--- src/rtl/mpq_pkg.sv ---
// types and constants of the linear-scan priority queue
`default_nettype none

package mpq_pkg;

  localparam int OpW     = 2;
  localparam int PrioW   = 8;
  localparam int PayW    = 16;
  localparam int StatusW = 2;
  localparam int CountW  = 5;

  localparam logic [OpW-1:0] OpPush = 2'd0;
  localparam logic [OpW-1:0] OpPop  = 2'd1;
  localparam logic [OpW-1:0] OpPeek = 2'd2;

  localparam logic [StatusW-1:0] StOk    = 2'd0;
  localparam logic [StatusW-1:0] StFull  = 2'd1;
  localparam logic [StatusW-1:0] StEmpty = 2'd2;

  typedef struct packed {
    logic [OpW-1:0]   op;
    logic [PrioW-1:0] priority_req;
    logic [PayW-1:0]  payload;
  } mpq_in_t;

  typedef struct packed {
    logic [StatusW-1:0] status;
    logic               is_empty;
    logic [PayW-1:0]    top_payload;
    logic [PrioW-1:0]   top_priority;
    logic [CountW-1:0]  entry_count;
  } mpq_out_t;

endpackage

`default_nettype wire

--- src/rtl/mpq_ram.sv ---
// generic single-port-write ram with registered read
`default_nettype none

module mpq_ram #(
  parameter int Width = 24,
  parameter int Depth = 16
) (
  input  wire logic                                       clk_i,
  input  wire logic                                       we_i,
  input  wire logic [((Depth > 1) ? $clog2(Depth) : 1)-1:0] waddr_i,
  input  wire logic [Width-1:0]                           wdata_i,
  input  wire logic [((Depth > 1) ? $clog2(Depth) : 1)-1:0] raddr_i,
  output      logic [Width-1:0]                           rdata_o
);

  logic [Width-1:0] mem_q [Depth];

  always_ff @(posedge clk_i) begin
    if (we_i) begin
      mem_q[waddr_i] <= wdata_i;
    end
    rdata_o <= mem_q[raddr_i];
  end

endmodule

`default_nettype wire

--- src/rtl/max_priority_queue_linear_scan.sv ---
// push, peek and a pop on an empty queue give their beat in the cycle after acceptance
// pop: one ram read per held entry through a single compare unit, then the drain
// and done states before its result beat; input is not ready meanwhile
// push and peek take one item a cycle, a pop takes no new item before its result beat;
// a new item is taken only when the output register is empty or its beat leaves
// reset: asynchronous, active low; the queue comes up empty, ram is not cleared
`default_nettype none

module max_priority_queue_linear_scan #(
  parameter int DEPTH = 16
) (
  input  wire logic             clk_i,
  input  wire logic             rst_ni,
  input  wire logic             in_valid_i,
  output      logic             in_ready_o,
  input  wire mpq_pkg::mpq_in_t in_data_i,
  output      logic             out_valid_o,
  input  wire logic             out_ready_i,
  output      mpq_pkg::mpq_out_t out_data_o
);

  import mpq_pkg::*;

  localparam int AW = (DEPTH > 1) ? $clog2(DEPTH) : 1;
  localparam int CW = $clog2(DEPTH + 1);
  localparam int EW = PrioW + PayW;

  localparam logic [1:0] SIdle  = 2'd0;
  localparam logic [1:0] SScan  = 2'd1;
  localparam logic [1:0] SDrain = 2'd2;
  localparam logic [1:0] SDone  = 2'd3;

  logic [1:0]       state_q, state_d;
  logic [CW-1:0]    count_q, count_d;
  logic [PrioW-1:0] top_prio_q, top_prio_d;
  logic [PayW-1:0]  top_pay_q, top_pay_d;
  logic [AW-1:0]    top_idx_q, top_idx_d;
  logic [AW-1:0]    scan_q, scan_d;
  logic             pend_q, pend_d;
  logic [AW-1:0]    pend_idx_q, pend_idx_d;
  logic             best_vld_q, best_vld_d;
  logic [PrioW-1:0] best_prio_q, best_prio_d;
  logic [PayW-1:0]  best_pay_q, best_pay_d;
  logic [AW-1:0]    best_idx_q, best_idx_d;
  logic             out_valid_q, out_valid_d;
  mpq_out_t         out_q, out_d;

  logic             ram_we;
  logic [AW-1:0]    ram_waddr;
  logic [EW-1:0]    ram_wdata;
  logic [EW-1:0]    ram_rdata;
  logic [PrioW-1:0] rd_prio;
  logic [PayW-1:0]  rd_pay;

  logic               out_free;
  logic               accept;
  logic               res_load;
  logic [StatusW-1:0] res_status;

  mpq_ram #(
    .Width (EW),
    .Depth (DEPTH)
  ) u_ram (
    .clk_i   (clk_i),
    .we_i    (ram_we),
    .waddr_i (ram_waddr),
    .wdata_i (ram_wdata),
    .raddr_i (scan_q),
    .rdata_o (ram_rdata)
  );

  assign rd_prio    = ram_rdata[EW-1:PayW];
  assign rd_pay     = ram_rdata[PayW-1:0];
  assign out_free   = !out_valid_q || out_ready_i;
  assign in_ready_o = (state_q == SIdle) && out_free;
  assign accept     = in_valid_i && in_ready_o;

  always_comb begin
    state_d     = state_q;
    count_d     = count_q;
    top_prio_d  = top_prio_q;
    top_pay_d   = top_pay_q;
    top_idx_d   = top_idx_q;
    scan_d      = scan_q;
    pend_d      = 1'b0;
    pend_idx_d  = scan_q;
    best_vld_d  = best_vld_q;
    best_prio_d = best_prio_q;
    best_pay_d  = best_pay_q;
    best_idx_d  = best_idx_q;
    out_valid_d = out_valid_q && !out_ready_i;
    out_d       = out_q;
    ram_we      = 1'b0;
    ram_waddr   = '0;
    ram_wdata   = '0;
    res_load    = 1'b0;
    res_status  = StOk;

    unique case (state_q)
      SIdle: begin
        if (accept) begin
          case (in_data_i.op)
            OpPush: begin
              res_load = 1'b1;
              if (count_q == CW'(DEPTH)) begin
                res_status = StFull;
              end else begin
                ram_we    = 1'b1;
                ram_waddr = count_q[AW-1:0];
                ram_wdata = {in_data_i.priority_req, in_data_i.payload};
                count_d   = count_q + CW'(1);
                // strict compare keeps the older entry on a tie
                if (count_q == '0 || in_data_i.priority_req > top_prio_q) begin
                  top_prio_d = in_data_i.priority_req;
                  top_pay_d  = in_data_i.payload;
                  top_idx_d  = count_q[AW-1:0];
                end
              end
            end
            OpPop: begin
              if (count_q == '0) begin
                res_load   = 1'b1;
                res_status = StEmpty;
              end else begin
                state_d    = SScan;
                scan_d     = '0;
                best_vld_d = 1'b0;
              end
            end
            default: begin
              res_load = 1'b1;
            end
          endcase
        end
      end
      SScan: begin
        pend_d     = 1'b1;
        pend_idx_d = scan_q;
        if (CW'(scan_q) == count_q - CW'(1)) begin
          state_d = SDrain;
        end else begin
          scan_d = scan_q + AW'(1);
        end
      end
      SDrain: begin
        state_d = SDone;
      end
      SDone: begin
        if (out_free) begin
          res_load   = 1'b1;
          count_d    = count_q - CW'(1);
          top_prio_d = best_prio_q;
          top_pay_d  = best_pay_q;
          top_idx_d  = best_idx_q;
          state_d    = SIdle;
        end
      end
      default: begin
        state_d = SIdle;
      end
    endcase

    // one entry per cycle: skip the victim, close the gap, track the new top
    if (pend_q && pend_idx_q != top_idx_q) begin
      if (pend_idx_q > top_idx_q) begin
        ram_we    = 1'b1;
        ram_waddr = pend_idx_q - AW'(1);
        ram_wdata = ram_rdata;
      end
      if (!best_vld_q || rd_prio > best_prio_q) begin
        best_vld_d  = 1'b1;
        best_prio_d = rd_prio;
        best_pay_d  = rd_pay;
        best_idx_d  = (pend_idx_q > top_idx_q) ? pend_idx_q - AW'(1) : pend_idx_q;
      end
    end

    if (res_load) begin
      out_valid_d        = 1'b1;
      out_d.status       = res_status;
      out_d.is_empty     = (count_d == '0);
      out_d.top_payload  = (count_d == '0) ? '0 : top_pay_d;
      out_d.top_priority = (count_d == '0) ? '0 : top_prio_d;
      out_d.entry_count  = CountW'(count_d);
    end
  end

  always_ff @(posedge clk_i or negedge rst_ni) begin
    if (!rst_ni) begin
      state_q     <= SIdle;
      count_q     <= '0;
      pend_q      <= 1'b0;
      best_vld_q  <= 1'b0;
      out_valid_q <= 1'b0;
    end else begin
      state_q     <= state_d;
      count_q     <= count_d;
      pend_q      <= pend_d;
      best_vld_q  <= best_vld_d;
      out_valid_q <= out_valid_d;
    end
  end

  always_ff @(posedge clk_i) begin
    top_prio_q  <= top_prio_d;
    top_pay_q   <= top_pay_d;
    top_idx_q   <= top_idx_d;
    scan_q      <= scan_d;
    pend_idx_q  <= pend_idx_d;
    best_prio_q <= best_prio_d;
    best_pay_q  <= best_pay_d;
    best_idx_q  <= best_idx_d;
    out_q       <= out_d;
  end

  assign out_valid_o = out_valid_q;
  assign out_data_o  = out_q;

endmodule

`default_nettype wire

--- config.mk ---
export PLATFORM = sky130hd
export DESIGN_NAME = max_priority_queue_linear_scan
export DESIGN_NICKNAME = d
export VERILOG_FILES = /design/src/rtl/mpq_pkg.sv /design/src/rtl/mpq_ram.sv /design/src/rtl/max_priority_queue_linear_scan.sv
export SDC_FILE = /design/constraint.sdc
export NUM_CORES = 1
export LEC_CHECK = 0
export ABC_AREA = 1
export BUFFER_PORTS_ARGS = -buffer_cell sky130_fd_sc_hd__buf_2
export CORE_AREA = 2 2 197 199
export CTS_CLUSTER_DIAMETER = 30
export DETAILED_ROUTE_END_ITERATION = 7
export DIE_AREA = 0 0 199 201
export GPL_ROUTABILITY_DRIVEN = 0
export PLACE_DENSITY_LB_ADDON = 0.2
export SYNTH_ARGS = -nofsm -noshare
export SYNTH_HDL_FRONTEND = slang
export SYNTH_SLANG_ARGS = --single-unit
--- constraint.sdc ---
create_clock -name clk_i -period 3.15 [get_ports clk_i]
set_input_delay 0.315 -clock clk_i [delete_from_list [all_inputs] [get_ports clk_i]]
set_output_delay 0.315 -clock clk_i [all_outputs]
set_load 0.02 [all_outputs]
==> results of run 1 <==
flip-flops by register name, indices dropped and copies added (netlist names), 4 cells and up:
register	flops
top_idx_q	4
pend_idx_q	4
pend_idx_d	4
u_ram.rdata_o	24
best_prio_q	8
top_pay_q	16
count_q	5
out_data_o	32
best_pay_q	16
best_idx_q	4
u_ram.mem_q	384
top_prio_q	8
cell families after synthesis:
kind of cell	after synthesis	synth area share, %
buf+inv	236	4.46
flops	514	71.0
fa+ha+maj	30	1.79
simple gates	513	9.87
xor+xnor	9	0.376
compound gates	446	12.5
final cells by class:
cell class | count | area (um^2) | share of cell area, %
repair buffers | 139 | 1010 | 3.98
clock inverters | 66 | 783 | 3.07
multi-input cells | 998 | 5250 | 20.6
well taps | 518 | 648 | 2.54
inverters | 132 | 498 | 1.95
clock buffers | 108 | 2430 | 9.55
flip-flops and latches | 514 | 14900 | 58.3
power breakdown:
part	switching [mW]	internal, mW	leakage, nW
clock	3.45	6.57	1.56
combinational	7.14	2.91	3.32
sequential	0.644	9.78	4.77
total	11.2	19.3	9.64
cell usage after synthesis (all sizes together):
master	n	area share, %
o211ai	1	0.036
edfxtp	452	65
nor3	4	0.15
o31ai	23	0.82
nand4	6	0.18
xnor2	2	0.084
dfrtp	10	1.2
nor3b	1	0.036
a211oi	1	0.036
a21o	1	0.036
dfxtp	52	5.0
nor4	1	0.030
inv	131	2.3
nand2	256	4.6
o221ai	48	2.0
nor2	179	3.3
ha	30	1.8
o22ai	49	1.5
xor2	7	0.29
nand3	66	1.6
o21ai	185	4.4
a221oi	24	1.0
clkinv	1	0.018
a21oi	114	2.7
buf	30	0.77
clkbuf	74	1.3
cell usage in the layout, fill, tap and decap left out, types with 49 or more instances in the layout:
cell type	synthesis	final
a21oi_1	114	114
nor2_1	175	157
buf_2	21	63
clkbuf_16	0	93
buf_4	2	65
o22ai_1	49	49
inv_1	127	125
edfxtp_1	452	452
nand3_1	66	66
dfxtp_1	52	52
nand2_1	255	251
o21ai_0	174	172
worst max-delay path: stages (launching register included):
cell      delay, ns
edfxtp_1       0.31
inv_1          0.04
ha_1           0.32
a21oi_1        0.17
o21ai_0        0.14
nand2_1        0.16
inv_1          0.11
nand2_1        0.10
o21ai_1        0.13
inv_1          0.13
nand2_1        0.11
nor2_4         0.85
worst max path at each step:
stage / to / slack, ns / start / cells past startpoint
finish: u_ram.mem_q[5][17]$_DFFE_PP_ / 0.17 / top_idx_q[1]$_DFFE_PP_ / 11
global route: u_ram.mem_q[1][14]$_DFFE_PP_ / 0.003 / top_idx_q[3]$_DFFE_PP_ / 11
CTS: u_ram.mem_q[1][14]$_DFFE_PP_ / 0.08 / top_idx_q[1]$_DFFE_PP_ / 10
detailed placement: u_ram.mem_q[1][14]$_DFFE_PP_ / 0.11 / top_idx_q[1]$_DFFE_PP_ / 10
global placement: u_ram.mem_q[1][14]$_DFFE_PP_ / 0.22 / top_idx_q[3]$_DFFE_PP_ / 10
floorplan: u_ram.mem_q[3][0]$_DFFE_PP_ / -0.02 / state_q[0]$_DFFE_PN0P_ / 12
routing by layer:
| layer | track usage [%] | share of wire (%) |
|---|---|---|
| met5 | 0 | 0 |
| met4 | 9.78 | 2.6 |
| met3 | 5.85 | 9.2 |
| met2 | 45.1 | 48 |
| met1 | 37.4 | 40 |
metrics by stage:
step	util [%]	instance area, um^2	total power, mW
after floorplan	-	21000	16.9
after global placement	58.4	22300	20.1
after detailed placement	58.4	22300	20.3
after CTS	66.9	25500	30.4
after global routing	66.9	25500	32.1
final	66.9	25500	30.5
timing repair:
| action | CTS | global route |
|---|---|---|
| hold buffers | 1 | 0 |
| endpoints found under the setup margin | 0 | 52 |
| hold endpoints to repair | 10 | 0 |
| resized for setup | 0 | 4 |
==> results.md, run 1 <==
- # rows: 72
- Area added between synthesis and finish: 21.7%
- Status: finished clean
- Fin cells: 2,475
- Crit path arrival time: 3.20 ns
- Initial core utilization: 55.0%
- Root Buffer: clkbuf_16
- Remaining DRCs: 0
- CP Class: reg -> reg
- Max Freq: 0.335 GHz
- Max-cap violations: 0
- Layout fillers: 2,661
- LEAKAGE: 9.64 nW
- Initial antenna violation count: 2
- Sequential area share after synthesis: 71.0%
- Slew Limit Fails: 0
- Drt initial violations: 1,518
- Syn Area/Cell: 12.0 um^2
- Slew margin rel.: 25.0%
- RSZ-0062 raised after global routing: no
- Gr ovfl total: 0
- Yosys warnings: 0
- Final Setup Violations: 0
- Part of the cycle the worst path needs: 94.8%
- Reg-to-reg startpoint: top_idx_q[1]$_DFFE_PP_
- Worst Max-Slew Pin Slew: 1.12 ns
- Share of layout cells above drive strength 1: 16.7%
- Vias in the first global route: 14,400
- Die H: 201 um
- Clock slew seen by the registers of the worst setup and hold paths: 0.05 ns
- Cts bufs inserted: 92
- Drt via density: 5.93
- Register bit total from synthesis: 514
- Hold slack: 0.0301 ns
- CTS tree: yes
- Setup TNS: 0 ns
- Hold Fails Final Rpt: 0
- CP Launch Type: register
- CTS max path bufs: 3
- R2R cell count: 11
- First-pass GRT wire length: 83,800 um
- Port bufs: 63
- Setup crit end kind: register
- Unique masters post-synth: 35
- DPL Wire Length: 30,800 um
- Layout Skew: 0.0250 ns
- Max FO, Critical Path: 24
- Core area: 38,100 um^2
- Synthesized area: 21,000 um^2
- Largest net degree at the start of global routing: 146
- Die area: 40,000 um^2
- Worst reg2reg path endpoint: u_ram.mem_q[5][17]$_DFFE_PP_
- Endpoint, Worst Hold: out_data_o[31]$_SDFFCE_PN0P_
- Router iterations before antenna repair: 5
- CP required: 3.37 ns
- # Post-CTS Setup Buffers: 0
- Drt wl/cell: 22.1 um
- GRT Overall Usage: 27.8%
- Clock sink total: 514
- Die width: 199 um
- Post-DRT Antenna Nets: 0
- Crit path time final: 2.98 ns
- Peak VDD IR: 580 uV
- H-Tree Depth: 3
- Routed WL: 54,700 um
- R2R Setup Slk: 0.17 ns
- I/O pin count: 64
- Worst-skew pair later-pin latency: 0.62 ns
- Hold WC Path Type: in -> reg
- Inst Count DP: 2,300
- Worst Hold Depth: 2
- Synth Net Count: 1,808
- Via count of the routed design: 14,700
- Place WS: 0.110 ns
- Synth Instances: 1,748
- Setup ws final: 0.165 ns
- Diode count: 0
- Min-Delay Startpoint: in_data_i[25]
- PD cells: 1200 nW/um^2
- NumNets Final: 1,937
Note: power is estimated with default switching activity, not from simulation.
==> run 2: changes to the inputs <==
CORE_AREA = 2 2 248 250   (was 2 2 197 199)
DIE_AREA = 0 0 250 252   (was 0 0 199 201)
GPL_TIMING_DRIVEN = 1   (was not set)
==> run 2 against run 1 <==
Against the previous run:
- register-to-register slack worse by 0.09 ns
- combinational power increased by 8%
- die area is 58% higher
- final area increased by 4.2%
- power up 6.5%
- sequential share of layout area fell by 2.4 points
- clock power up 13%
- first-iteration DRC count shrank 14%
- final cell count up 13%
- highest routed layer unchanged
==> results.md, run 2 (synthesis gave the netlist of run 1 again) <==
- Max-cap violations: 0 (unchanged)
- Drt initial violations: 1,312 (-14%)
- Via count of the routed design: 14,400 (-1.8%)
- RSZ-0062 raised after global routing: yes
- Crit path arrival time: 3.35 ns (+0.15 ns)
- Post-DRT Antenna Nets: 0 (unchanged)
- Vias in the first global route: 14,200 (-0.82%)
- Setup ws final: 0.0710 ns (-0.0941 ns)
- Root Buffer: clkbuf_16
- CP required: 3.42 ns (+0.05 ns)
- Clock slew seen by the registers of the worst setup and hold paths: 0.05 ns (about the same)
- Final core occ: 44.2% (-23 points)
- Most flops, register: u_ram.mem_q
- # Post-CTS Setup Buffers: 0 (unchanged)
- First-pass GRT wire length: 88,200 um (+5.4%)
- DPL Wire Length: 36,300 um (+18%)
- Cts bufs inserted: 110 (+20%)
- Commonest non-fill, non-tap cells in the layout: edfxtp_1, nand2_1, o21ai_0
- Slowest stage delay, CP: 0.76 ns (-0.09 ns)
- NumNets Final: 1,970 (+1.7%)
- Place WS: -0.0237 ns (-0.133 ns)
- Worst Max-Slew Pin Slew: 1.13 ns (+0.00729 ns)
- Max reg flops: 384 (unchanged)
- # rows: 90 (+25%)
- Drt wl/cell: 20.7 um (-6.2%)
- Router iterations before antenna repair: 6 (+1)
- Largest net degree at the start of global routing: 59 (-60%)
- Peak VDD IR: 536 uV (-7.6%)
- Layout Skew: 0.0242 ns (-0.000753 ns)
- Leading cell type in the layout, fill and taps excluded: edfxtp_1
- Share of layout cells above drive strength 1: 18.5% (+1.9 points)
- Area added between synthesis and finish: 26.8%
- Hold Fails Final Rpt: 0 (unchanged)
- Port bufs: 63 (unchanged)
- Crit path time final: 3.08 ns (+0.0941 ns)
- Diode count: 0 (unchanged)
- H-Tree Depth: 3 (unchanged)
- CP Class: reg -> reg
- Routed WL: 57,900 um (+5.8%)
- Worst-skew pair later-pin latency: 0.66 ns (+0.04 ns)
- Die area: 63,000 um^2 (+58%)
- Core area: 60,100 um^2 (+58%)
- Slew Limit Fails: 0 (unchanged)
- Final Setup Violations: 0 (unchanged)
- Die H: 252 um (+25%)
- Slew margin rel.: 24.4% (-0.57 points)
- Setup TNS: 0 ns (unchanged)
- Area after DPL: 22,800 um^2 (+2.3%)
- Max FO, Critical Path: 28 (+17%)
- Clock sink total: 514 (unchanged)
- Hold WC Path Type: in -> reg
- Final Power: 32.5 mW (+6.5%)
- CP cell instances: inv_1 -> ha_2 -> inv_2 -> nor3_4 -> nand2_1 -> nor2_2 -> buf_4 -> o211ai_1 -> nor2_4
- PD cells: 1220 nW/um^2 (+2.2%)
- Fin area: 26,600 um^2 (+4.2%)
- Setup crit end kind: register
- I/O pin count: 64 (unchanged)
- Max Freq: 0.325 GHz (-3.1%)
- Initial core utilization: 34.8% (-20 points)
- Status: finished clean
- Slowest cell on the critical path: nor2_4
- Remaining DRCs: 0 (unchanged)
- Drt via density: 5.16 (-13%)
- CTS max path bufs: 3 (unchanged)
- Gr ovfl total: 0 (unchanged)
- GRT Overall Usage: 18.4% (-9.4 points)
- CP Launch Type: register
- CTS tree: yes
- LEAKAGE: 10.0 nW (+3.7%)
- Die width: 250 um (+26%)
- Initial antenna violation count: 0 (-2)
- Part of the cycle the worst path needs: 97.7% (+3.0 points)
[run 2: layout make-up]
class,count,area (um^2)
fillers,5469,33600
clock inverters,77,826
inverters,132,498
flip-flops and latches,514,14900
well taps,782,978
repair buffers,154,1170
multi-input cells,998,5290
clock buffers,133,2940
[run 2: critical path, delay by kind of cell, from the launching register on]
family / cells / cell delay [ns]
and+or+nand+nor: 4 / 1.27
buffers and inverters: 3 / 0.51
DFF: 1 / 0.40
AOI/OAI and AO/OA: 1 / 0.31
adders and majority gates: 1 / 0.19
[run 2: timing repair]
item                                    4_1_cts  5_1_grt
hold endpoints to repair                     11        0
resized for setup                             1        2
pin swaps                                     2        3
hold buffers                                  2        0
gates cloned                                  0        0
endpoints found under the setup margin       30      192
[run 2: final timing paths]
check / endpoint / cells after the start / slack [ns] / startpoint
worst min-delay path: out_data_o[31]$_SDFFCE_PN0P_ / 2 / 0.04 / in_data_i[25]
worst min register to register: best_pay_q[7]$_DFFE_PP_ / 0 / 0.43 / u_ram.rdata_o[7]$_DFF_P_
worst max register to register: u_ram.mem_q[0][10]$_DFFE_PP_ / 9 / 0.07 / state_q[0]$_DFFE_PN0P_
worst max-delay path: u_ram.mem_q[0][10]$_DFFE_PP_ / 9 / 0.07 / state_q[0]$_DFFE_PN0P_
min in group asynchronous: state_q[1]$_DFFE_PN0P_ / 2 / 0.08 / rst_ni
max in group asynchronous: count_q[3]$_DFF_PN0_ / 2 / 2.86 / rst_ni
[run 2: metrics by stage]
step / std cells / hold WS (ns)
6_report: 2790 / 0.0440
4_1_cts: 2790 / 0.00505
3_5_place_dp: 2578 / 0.210
2_1_floorplan: 1748 / 0.0194
3_3_place_gp: 2578 / 0.207
5_1_grt: 2790 / 0.0328
[run 2: metal layers]
layer | global-route usage (%) | wire (um) | vias up
met1 | 26.3 | 27000 | 7132
li1 | - | - | 6696
met3 | 3.88 | 4050 | 71
met2 | 28.0 | 25900 | 503
met4 | 5.61 | 922 | 0
met5 | 0 | 0 | -
[run 2: report_power, final]
group / total (mW) / leakage (nW) / internal [mW] / switching, mW
Sequential: 10.3 / 4.77 / 9.80 / 0.545
Clock: 11.3 / 1.83 / 7.56 / 3.79
Combinational: 10.8 / 3.40 / 3.11 / 7.67
Total: 32.5 / 10.0 / 20.5 / 12.0
==> run 3: changes to the inputs <==
ABC_AREA = not set   (was 1)
CORE_AREA = 2 2 251 253   (was 2 2 248 250)
DIE_AREA = 0 0 253 255   (was 0 0 250 252)
==> run 3 against run 2 <==
Against the previous run:
- synthesized cell count fell by 29%
- first-iteration DRC count shrank 43%
- highest routed layer unchanged
- sequential power is 6% lower
- clock-buffer cell count down 9
- fmax up 6.5%
- utilization is 0.40 points lower
- non-clock buffer count shrank 17
- sequential share of layout area decreased by 1.3 points
==> results.md, run 3 <==
- Area leader, netlist: edfxtp_1
- Status: finished clean
- Register bit total from synthesis: 514 (unchanged)
- Largest net degree at the start of global routing: 66 (+12%)
- Commonest non-fill, non-tap cells in the layout: edfxtp_1, mux4_2, clkbuf_16
- Final Setup Violations: 0 (unchanged)
- Crit path arrival time: 3.26 ns (-0.09 ns)
- CTS max path bufs: 3 (unchanged)
- Adder-Cell Fraction of Synth Area: 1.74% (-0.047 points)
- Final Power: 29.3 mW (-9.8%)
- Synth Net Count: 1,308 (-28%)
- Mux contribution to synthesized area: 14.1% (+14 points)
- # rows: 92 (+2.2%)
- Inst Count DP: 2,106 (-18%)
- Yosys warnings: 0 (unchanged)
- # Post-CTS Setup Buffers: 0 (unchanged)
- Clock sink total: 514 (unchanged)
- Max FO, Critical Path: 24 (-14%)
- Part of the cycle the worst path needs: 91.8% (-5.9 points)
- Drt initial violations: 752 (-43%)
- First-pass GRT wire length: 79,200 um (-10%)
- Max reg flops: 384 (unchanged)
- Remaining DRCs: 0 (unchanged)
- Fin cells: 2,303 (-17%)
- Setup ws final: 0.258 ns (+0.187 ns)
- Hold WC Path Type: in -> reg
- Leading cell type in the layout, fill and taps excluded: edfxtp_1
- Drt wl/cell: 23.0 um (+11%)
- Crit path time final: 2.89 ns (-0.187 ns)
- Worst-skew pair later-pin latency: 0.64 ns (-0.02 ns)
- CTS tree: yes
- Synth Instances: 1,248 (-29%)
- Die area: 64,500 um^2 (+2.4%)
- Peak VDD IR: 791 uV (+48%)
- EDFF count, synth: 452 (unchanged)
- Most frequent cells after synthesis: edfxtp_1, mux4_2, o21ai_0, a21oi_1, inv_1
- I/O pin count: 64 (unchanged)
- Unique masters post-synth: 69 (+97%)
- DPL Wire Length: 31,000 um (-15%)
- Post-synth top area share: 63.1% (-1.7 points)
- Post-synthesis compound-gate area fraction: 7.95% (-4.6 points)
- Drt via density: 5.25 (+1.7%)
- Area added between synthesis and finish: 26.5%
- GRT Overall Usage: 16.6% (-1.8 points)
- CP required: 3.52 ns (+0.10 ns)
- Predominant post-synthesis flop cell: edfxtp_1
- CP Class: reg -> reg
- NumNets Final: 1,474 (-25%)
- Clock slew seen by the registers of the worst setup and hold paths: 0.05 ns (about the same)
- RSZ-0062 raised after global routing: no
- Max-cap violations: 0 (unchanged)
- Synthesized area: 21,500 um^2 (+2.7%)
- Synth area leaders: edfxtp_1, mux4_2, dfxtp_1
- Post-DRT Antenna Nets: 0 (unchanged)
- Root Buffer: clkbuf_16
- PD cells: 1080 nW/um^2 (-12%)
- Gr ovfl total: 0 (unchanged)
- Cts bufs inserted: 104 (-5.5%)
- Port bufs: 63 (unchanged)
- Syn Area/Cell: 17.2 um^2 (+44%)
- Post-synth ARST share: 1.95% (unchanged)
- Slew margin rel.: 34.8% (+10 points)
- Main combinational cell family by area after synthesis: multiplexers
- Max Freq: 0.346 GHz (+6.5%)
- Via count of the routed design: 12,100 (-16%)
- Slew Limit Fails: 0 (unchanged)
- Area share of and/or/nand/nor cells after synthesis: 3.89% (-6.0 points)
- Worst Max-Slew Pin Slew: 0.951 ns (-0.181 ns)
- Vias in the first global route: 12,600 (-12%)
- LEAKAGE: 9.48 nW (-5.2%)
- Routed WL: 52,900 um (-8.6%)
- Setup TNS: 0 ns (unchanged)
- CP Launch Type: register
- Diode count: 0 (unchanged)
- Hold Fails Final Rpt: 0 (unchanged)
- XOR/XNOR share of the synthesized area: 0.611% (+0.23 points)
- Die width: 253 um (+1.2%)
- Most flops, register: u_ram.mem_q
- Initial core utilization: 34.6% (-0.23 points)
- Place WS: 0.292 ns (+0.316 ns)
- Layout Skew: 0.0272 ns (+0.00292 ns)
- Setup crit end kind: register
- Top-count cell post-synth: edfxtp_1
- Initial antenna violation count: 1 (+1)
- Share of layout cells above drive strength 1: 33.5% (+15 points)
- Final core occ: 43.8% (-0.40 points)
- Die H: 255 um (+1.2%)
- Router iterations before antenna repair: 5 (-1)
- H-Tree Depth: 3 (unchanged)
- Sequential area share after synthesis: 69.1% (-1.8 points)
- Core area: 62,200 um^2 (+3.4%)
## run 3: timing repair
action	4_1_cts	5_1_grt
gates resized for setup	0	0
endpoints found under the hold margin	10	0
hold buffers	1	0
## run 3: worst paths after layout
path	cells after the start	endpoint	from	slack [ns]
worst min register to register	0	best_pay_q[4]$_DFFE_PP_	u_ram.rdata_o[4]$_DFF_P_	0.43
worst max register to register	9	u_ram.mem_q[1][3]$_DFFE_PP_	top_idx_q[1]$_DFFE_PP_	0.26
min in group asynchronous	2	state_q[0]$_DFFE_PN0P_	rst_ni	0.11
worst max-delay path	9	u_ram.mem_q[1][3]$_DFFE_PP_	top_idx_q[1]$_DFFE_PP_	0.26
max in group asynchronous	2	count_q[2]$_DFF_PN0_	rst_ni	2.81
worst min-delay path	4	top_pay_q[3]$_DFF_P_	in_data_i[3]	0.09
## run 3: cell families (layout without fill, tap and decap cells)
logic type	Yosys count	after routing
compound gates	238	238
xor+xnor	15	15
fa+ha+maj	30	30
buf+inv	131	387
flops	514	514
mux	151	151
simple gates	169	169
## run 3: metrics by stage
stage / hold WS (ns) / instance area (um^2)
final: 0.0879 / 27200
after global routing: 0.0923 / 27200
after CTS: 0.0546 / 27200
after detailed placement: 0.215 / 23400
after global placement: 0.209 / 23400
after floorplan: 0.0194 / 21500
## run 3: worst max-delay path, cell delays in order, from the launching register on
cell      delay, ns
edfxtp_1       0.37
inv_1          0.07
ha_1           0.24
nor2b_1        0.14
o21a_1         0.16
o21a_1         0.20
o21bai_4       0.29
mux2i_1        0.84
nor2_4         0.08
buf_12         0.22
## run 3: area by class of cell
class	count	area (um^2)
Clock buffer	124	2750
Clock inverter	72	1020
Fill cell	5391	34900
Inverter	54	203
Multi-Input combinational cell	603	6240
Sequential cell	514	14900
Tap cell	799	1000
Timing Repair Buffer	137	1140
## run 3: per-layer routing
layer	global-route usage [%]	share of wire, %
met1	21.6	43
met2	27.8	49
met3	3.01	5.4
met4	6.15	2.2
met5	0	0
## run 3: power breakdown
group	total [mW]	switching, mW	internal, mW
Combinational	8.10	4.78	3.32
Clock	11.6	3.66	7.89
Sequential	9.64	0.567	9.07
Total	29.3	9.02	20.3
